### config.mk
export PLATFORM = sky130hd
export DESIGN_NAME = base64_byte_encoder_unit
export DESIGN_NICKNAME = d
export VERILOG_FILES = /design/src/rtl/b64e_pkg.sv /design/src/rtl/b64e_front.sv /design/src/rtl/b64e_queue.sv /design/src/rtl/b64e_back.sv /design/src/rtl/base64_byte_encoder_unit.sv
export SDC_FILE = /design/constraint.sdc
export NUM_CORES = 1
export LEC_CHECK = 0
export ABC_AREA = 0
export BUFFER_PORTS_ARGS = -buffer_cell sky130_fd_sc_hd__buf_2
export CORE_MARGIN = 2
export CORE_UTILIZATION = 50
export DETAILED_ROUTE_END_ITERATION = 16
export HOLD_SLACK_MARGIN = 0.1
export PLACE_DENSITY = 0.68
export SLEW_MARGIN = 30
export SYNTH_ARGS = -nofsm -noshare
export SYNTH_HDL_FRONTEND = slang
export SYNTH_SLANG_ARGS = --single-unit
### constraint.sdc
create_clock -name i_clk -period 7.8 [get_ports i_clk]
set_input_delay 0.39 -clock i_clk [delete_from_list [all_inputs] [get_ports i_clk]]
set_output_delay 0.39 -clock i_clk [all_outputs]
set_load 0.02 [all_outputs]
### src/rtl/b64e_pkg.sv
// Types, constants and the alphabet mapping of the Base64 encoder.
`timescale 1ns / 1ps

package b64e_pkg;

    // ASCII code of the padding character
    localparam logic [7:0] CHAR_PAD = 8'h3D;

    // Number of groups the front/back queue holds
    localparam int QUEUE_DEPTH = 2;

    // One closed group: 24 data bits, count of '=' pads, end-of-message mark
    typedef struct packed {
        logic [23:0] bits;
        logic [1:0]  pad;
        logic        last;
    } t_group;

    // Map a sextet to its alphabet character
    function automatic logic [7:0] f_sextet_char(input logic [5:0] v);
        logic [7:0] w;
        w = {2'b00, v};
        if (v < 6'd26) begin
            return 8'h41 + w;
        end else if (v < 6'd52) begin
            return 8'h47 + w;
        end else if (v < 6'd62) begin
            return w - 8'd4;
        end else if (v == 6'd62) begin
            return 8'h2B;
        end else begin
            return 8'h2F;
        end
    endfunction

endpackage

### src/rtl/b64e_front.sv
// Front end: accepts bytes, holds a partial group, closes groups.
`timescale 1ns / 1ps

module b64e_front
    import b64e_pkg::*;
(
    input  logic       i_clk,
    input  logic       i_rst_n,
    input  logic       i_in_valid,
    output logic       o_in_ready,
    input  logic [7:0] i_data_byte,
    input  logic       i_last_byte,
    output logic       o_push_valid,
    input  logic       i_push_ready,
    output t_group     o_push_group
);

    logic [15:0] r_pend;
    logic [1:0]  r_cnt;
    logic [15:0] n_pend;
    logic [1:0]  n_cnt;
    logic        accept;
    logic        close;

    // Take a word only when the queue can hold a closed group
    assign o_in_ready = i_push_ready;
    assign accept     = i_in_valid & o_in_ready;
    assign close      = r_cnt[1] | i_last_byte;

    assign o_push_valid = accept & close;

    // Build the group as the held bytes and the new byte leave it
    always_comb begin
        o_push_group.last = i_last_byte;
        if (r_cnt[1]) begin
            o_push_group.bits = {r_pend, i_data_byte};
            o_push_group.pad  = 2'd0;
        end else if (r_cnt == 2'd1) begin
            o_push_group.bits = {r_pend[7:0], i_data_byte, 8'h00};
            o_push_group.pad  = 2'd1;
        end else begin
            o_push_group.bits = {i_data_byte, 16'h0000};
            o_push_group.pad  = 2'd2;
        end
    end

    // Hold or flush the pending bytes
    always_comb begin
        n_pend = r_pend;
        n_cnt  = r_cnt;
        if (accept) begin
            if (close) begin
                n_pend = 16'h0000;
                n_cnt  = 2'd0;
            end else begin
                n_pend = {r_pend[7:0], i_data_byte};
                n_cnt  = r_cnt + 2'd1;
            end
        end
    end

    always_ff @(posedge i_clk) begin
        if (!i_rst_n) begin
            r_pend <= 16'h0000;
            r_cnt  <= 2'd0;
        end else begin
            r_pend <= n_pend;
            r_cnt  <= n_cnt;
        end
    end

endmodule

### src/rtl/b64e_queue.sv
// Short group queue between the front end and the character sequencer.
`timescale 1ns / 1ps

module b64e_queue
    import b64e_pkg::*;
(
    input  logic   i_clk,
    input  logic   i_rst_n,
    input  logic   i_push_valid,
    output logic   o_push_ready,
    input  t_group i_push_group,
    output logic   o_pop_valid,
    input  logic   i_pop_ready,
    output t_group o_pop_group
);

    localparam int PtrW = $clog2(QUEUE_DEPTH);
    localparam int CntW = $clog2(QUEUE_DEPTH + 1);

    t_group            r_slot [QUEUE_DEPTH];
    logic [PtrW-1:0]   r_wr_ptr;
    logic [PtrW-1:0]   r_rd_ptr;
    logic [CntW-1:0]   r_count;
    logic              push;
    logic              pop;

    assign o_push_ready = (r_count != CntW'(QUEUE_DEPTH));
    assign o_pop_valid  = (r_count != '0);
    assign o_pop_group  = r_slot[r_rd_ptr];

    assign push = i_push_valid & o_push_ready;
    assign pop  = o_pop_valid & i_pop_ready;

    // Store a pushed group
    always_ff @(posedge i_clk) begin
        if (push) begin
            r_slot[r_wr_ptr] <= i_push_group;
        end
    end

    // Advance pointers and occupancy
    always_ff @(posedge i_clk) begin
        if (!i_rst_n) begin
            r_wr_ptr <= '0;
            r_rd_ptr <= '0;
            r_count  <= '0;
        end else begin
            if (push) begin
                r_wr_ptr <= (r_wr_ptr == PtrW'(QUEUE_DEPTH - 1)) ? '0 : r_wr_ptr + 1'b1;
            end
            if (pop) begin
                r_rd_ptr <= (r_rd_ptr == PtrW'(QUEUE_DEPTH - 1)) ? '0 : r_rd_ptr + 1'b1;
            end
            if (push && !pop) begin
                r_count <= r_count + 1'b1;
            end else if (pop && !push) begin
                r_count <= r_count - 1'b1;
            end
        end
    end

endmodule

### src/rtl/b64e_back.sv
// Back end: each group gives four characters, one per cycle unless stalled.
`timescale 1ns / 1ps

module b64e_back
    import b64e_pkg::*;
(
    input  logic       i_clk,
    input  logic       i_rst_n,
    input  logic       i_pop_valid,
    output logic       o_pop_ready,
    input  t_group     i_pop_group,
    output logic       o_out_valid,
    input  logic       i_out_ready,
    output logic [7:0] o_b64_char,
    output logic       o_last_char
);

    t_group      r_grp;
    logic        r_busy;
    logic [1:0]  r_idx;
    logic        r_out_valid;
    logic [7:0]  r_char;
    logic        r_last;
    logic        advance;
    logic        done;
    logic [5:0]  sextet;
    logic [2:0]  pos_sum;
    logic [7:0]  n_char;

    // Move a character into the output register when it is free or draining
    assign advance     = r_busy & (~r_out_valid | i_out_ready);
    assign done        = advance & (r_idx == 2'd3);
    assign o_pop_ready = ~r_busy | done;

    // Pick the sextet for the current position
    always_comb begin
        case (r_idx)
            2'd0:    sextet = r_grp.bits[23:18];
            2'd1:    sextet = r_grp.bits[17:12];
            2'd2:    sextet = r_grp.bits[11:6];
            default: sextet = r_grp.bits[5:0];
        endcase
    end

    // Positions at or past four minus the pad count are '='
    assign pos_sum = {1'b0, r_idx} + {1'b0, r_grp.pad};
    assign n_char  = pos_sum[2] ? CHAR_PAD : f_sextet_char(sextet);

    // Load groups and step through positions
    always_ff @(posedge i_clk) begin
        if (!i_rst_n) begin
            r_busy <= 1'b0;
            r_idx  <= 2'd0;
        end else begin
            if (i_pop_valid && o_pop_ready) begin
                r_busy <= 1'b1;
            end else if (done) begin
                r_busy <= 1'b0;
            end
            if (advance) begin
                r_idx <= r_idx + 2'd1;
            end
        end
    end

    always_ff @(posedge i_clk) begin
        if (i_pop_valid && o_pop_ready) begin
            r_grp <= i_pop_group;
        end
    end

    // Output register
    always_ff @(posedge i_clk) begin
        if (!i_rst_n) begin
            r_out_valid <= 1'b0;
        end else if (advance) begin
            r_out_valid <= 1'b1;
        end else if (i_out_ready) begin
            r_out_valid <= 1'b0;
        end
    end

    always_ff @(posedge i_clk) begin
        if (advance) begin
            r_char <= n_char;
            r_last <= r_grp.last & (r_idx == 2'd3);
        end
    end

    assign o_out_valid = r_out_valid;
    assign o_b64_char  = r_char;
    assign o_last_char = r_last;

endmodule

### src/rtl/base64_byte_encoder_unit.sv
// Base64 (standard alphabet) streaming encoder, top level.
//
// Input channel: one message byte per word on i_data_byte, with i_last_byte
// set on the final byte of a message; valid/ready handshake.
// Output channel: one ASCII character per word on o_b64_char, with
// o_last_char set on the final character of the encoded message.
// Every three bytes, or a shorter group closed by the last byte, give four
// characters; a short group is zero-filled and padded with one or two '='.
// The first character of a group leaves through the queue slot, the group
// register of the sequencer and the output register. The sequencer sends
// one character per cycle while the receiver takes them; bytes that only
// fill a group are held in the front end and taken while the queue has room.
// A two-group queue sits between the byte front end and the sequencer, and
// the output register holds a character while the receiver stalls; when the
// queue fills, o_in_ready drops until the sequencer takes a group.
// Reset (synchronous, active low) empties the pending bytes, the queue and
// the output register; the next byte opens a new message.
`timescale 1ns / 1ps

module base64_byte_encoder_unit
    import b64e_pkg::*;
(
    input  logic       i_clk,
    input  logic       i_rst_n,
    input  logic       i_in_valid,
    output logic       o_in_ready,
    input  logic [7:0] i_data_byte,
    input  logic       i_last_byte,
    output logic       o_out_valid,
    input  logic       i_out_ready,
    output logic [7:0] o_b64_char,
    output logic       o_last_char
);

    logic   push_valid;
    logic   push_ready;
    t_group push_group;
    logic   pop_valid;
    logic   pop_ready;
    t_group pop_group;

    b64e_front u_front (
        .i_clk        (i_clk),
        .i_rst_n      (i_rst_n),
        .i_in_valid   (i_in_valid),
        .o_in_ready   (o_in_ready),
        .i_data_byte  (i_data_byte),
        .i_last_byte  (i_last_byte),
        .o_push_valid (push_valid),
        .i_push_ready (push_ready),
        .o_push_group (push_group)
    );

    b64e_queue u_queue (
        .i_clk        (i_clk),
        .i_rst_n      (i_rst_n),
        .i_push_valid (push_valid),
        .o_push_ready (push_ready),
        .i_push_group (push_group),
        .o_pop_valid  (pop_valid),
        .i_pop_ready  (pop_ready),
        .o_pop_group  (pop_group)
    );

    b64e_back u_back (
        .i_clk        (i_clk),
        .i_rst_n      (i_rst_n),
        .i_pop_valid  (pop_valid),
        .o_pop_ready  (pop_ready),
        .i_pop_group  (pop_group),
        .o_out_valid  (o_out_valid),
        .i_out_ready  (i_out_ready),
        .o_b64_char   (o_b64_char),
        .o_last_char  (o_last_char)
    );

endmodule

==> results.py <==
metrics = {
    "run_status": {
        "status": "completed",
    },
    "floorplanning": {
        "row_count": 36,
        "die_h_um": 104,
        "ios": 24,
        "die_area_um2": 10900,
        "die_w_um": 104,
        "start_util_pct": 51.4,
        "core_area_um2": 9770,
    },
    "synth": {
        "seq_area_frac_synth_pct": 64.1,
        "synth.avg_cell_area_um2": 13.3,
        "synth.top_cells.by_area": "edfxtp_1 54%, dfxtp_1 10%, mux2_2 6.5%",
        "synth.most_common_cell": "edfxtp_1",
        "synthTopCellsByCount": "90 x edfxtp_1, 34 x nand2_1, 29 x mux2_2",
        "yosys.area.top_type": "edfxtp_1",
        "synth_warnings": 0,
        "ys_ff_latch": 116,
        "synth_edf_count": 90,
        "synth_flop_cell": "edfxtp_1",
        "synth_area_um2": 5030,
        "synthCells": 378,
        "yosys.cell_types.count": 46,
        "async_reset_ff_share_pct": 0,
        "synth_fp_nets": 403,
        "synth_top_area_share_pct": 53.7,
    },
    "critical_path": {
        "end_kind": "flop",
        "worstSetupPathType": "flop to flop",
        "cp_max_fo": 9,
        "cp.arrival_ns": 3.09,
        "required_ns": 8.03,
        "start_kind": "flop",
    },
    "detailed_routing": {
        "routed_wirelength_um": 8680,
        "ant_nets": 0,
        "vias": 2936,
        "first_iter_violations": 219,
        "drcViolationCount": 0,
        "first_pass_iters": 5,
        "routedWlPerCell_um": 15.7,
        "drt-vias-per-instance": 5.31,
    },
    "timing": {
        "hold_viol": 0,
        "setup_tns_ns": 0,
        "finalClockSkew_ns": 0.00727,
        "finalSetupViolations": 0,
        "slew_headroom_pct": 46.9,
        "fin_ws_ns": 4.94,
        "fin_crit_ns": 2.86,
        "tightest_slew_ns": 0.797,
        "rsz0062_at_grt": "no",
        "hold_ws_ns": 0.154,
        "drv_slew": 0,
        "post-route-period-util_pct": 36.7,
        "fmax_mhz": 350,
    },
    "place": {
        "dp_slack_ns": 5.03,
        "dp_cells": 521,
        "hpwl_um": 5890,
        "gp_congestion": 0.846,
        "port_buffers": 23,
    },
    "clock_tree": {
        "h-tree-depth": 4,
        "cts_hold_buf": 0,
        "postCtsSetupRepairBufs": 0,
        "cts_resized": 0,
        "cts_buffer_depth": 2,
        "root_buffer": "clkbuf_8",
        "cts.sinks": 116,
        "clkTransAtPathRegs_ns": 0.05,
        "cts-buffers-inserted": 17,
        "cts_tree": "done",
        "clk_latency_ns": 0.49,
    },
    "pwr": {
        "p_total_w": 0.00218,
        "power_density_nw_per_um2": 378,
        "ir_drop_mv": 0.160,
        "power_leakage_nw": 2.04,
    },
    "job": {
        "cap_violations": 0,
    },
    "global_routing": {
        "grt_pass1_wl_um": 14100,
        "grt_max_degree": 39,
        "overflow": 0,
        "track_usage_pct": 16.8,
        "first_global_vias": 2867,
        "antenna_found_initial": 0,
    },
    "finish": {
        "fillCellCount": 799,
        "area.sequential_um2": 3220,
        "drive_gt1_share_pct": 23.6,
        "diodes": 0,
        "final_nets": 432,
        "final_cells": 553,
        "multi_input_area_um2": 1700,
        "syn_to_final_growth_pct": 14.8,
    },
    "hold_path": {
        "worst_hold_path_type": "input port to flop",
    },
}
[area by class of cell]
type	instances	share of cell area, %
inverter	14	0.910
sequential	116	55.9
clock inverter	12	1.19
timing repair buffer	26	2.38
tap	133	2.88
multi-input combinational	232	29.4
clock buffer	20	7.37
[kinds of logic (layout without fill, tap and decap cells)]
logic type | after synthesis | count (layout) | synth area share [%]
compound gates | 81 | 81 | 11.9
xor+xnor | 5 | 5 | 0.871
fa+ha+maj | 12 | 12 | 2.99
buf+inv | 30 | 72 | 2.39
flops | 116 | 116 | 64.1
mux | 38 | 38 | 8.29
other cells | 1 | 1 | 0.0746
simple gates | 95 | 95 | 9.38
[registers in the layout, summed over array words and instances, names as in the netlist]
name and flops:
u_queue.r_count 2, u_queue.r_wr_ptr 1, u_back.o_out_valid 1, u_back.r_busy 1
u_back.o_last_char 1, u_front.r_pend 16, u_front.r_cnt 2, u_back.r_idx 2
u_queue.r_slot 54, u_back.r_grp 27, u_back.o_b64_char 8, u_queue.r_rd_ptr 1
[routing by layer]
metal,vias up,routed length (um),global-route usage [%]
met2,49,4310,26.8
li1,1474,-,-
met4,0,65,6.56
met3,4,208,5.26
met1,1409,4090,21.5
met5,-,0,0
[through the flow]
step / utilization [%] / instance area [um2]
3_3_place_gp: 53.9 / 5270
5_1_grt: 59.1 / 5770
3_5_place_dp: 54.0 / 5280
2_1_floorplan: - / 5030
4_1_cts: 59.0 / 5770
6_report: 59.1 / 5770
[worst paths after layout]
path                                                      start                            endpoint  slack (ns)  cells after the start
worst min-delay path                                i_last_byte      u_queue.r_slot[0][0]$_DFFE_PP_        0.15                      1
worst min register to register  u_front.r_pend[15]$_SDFFE_PN0P_     u_front.r_pend[15]$_SDFFE_PN0P_        0.46                      2
worst max register to register     u_back.r_idx[0]$_SDFFE_PN0P_  u_back.o_b64_char[2]$_SDFFCE_PP1P_        4.94                     10
worst max-delay path               u_back.r_idx[0]$_SDFFE_PN0P_  u_back.o_b64_char[2]$_SDFFCE_PP1P_        4.94                     10
[worst max-delay path, stage by stage, from the launching register on]
cell,delay [ns]
dfxtp_1,0.48
inv_1,0.12
ha_1,0.28
a222oi_1,0.56
a21oi_2,0.24
inv_1,0.11
ha_1,0.19
a211oi_1,0.08
a41o_1,0.28
a31oi_1,0.15
o211ai_1,0.10
[layout by cell type, fill, tap and decap left out, drive strengths merged, types with 15 or more instances in the layout]
cell,n
a21boi,19
clkbuf,20
edfxtp,90
nand2,34
o21ai,16
mux2,29
and2,15
dfxtp,26
buf,26
nand3,19
[where the power goes]
part	switching [W]	internal (W)	leakage (nW)	total, W
combinational	0.000400	0.000267	0.747	0.000666
clock	0.000249	0.000383	0.237	0.000632
sequential	0.0000490	0.000836	1.05	0.000884
No activity file was read; power rests on OpenSTA's default activity.
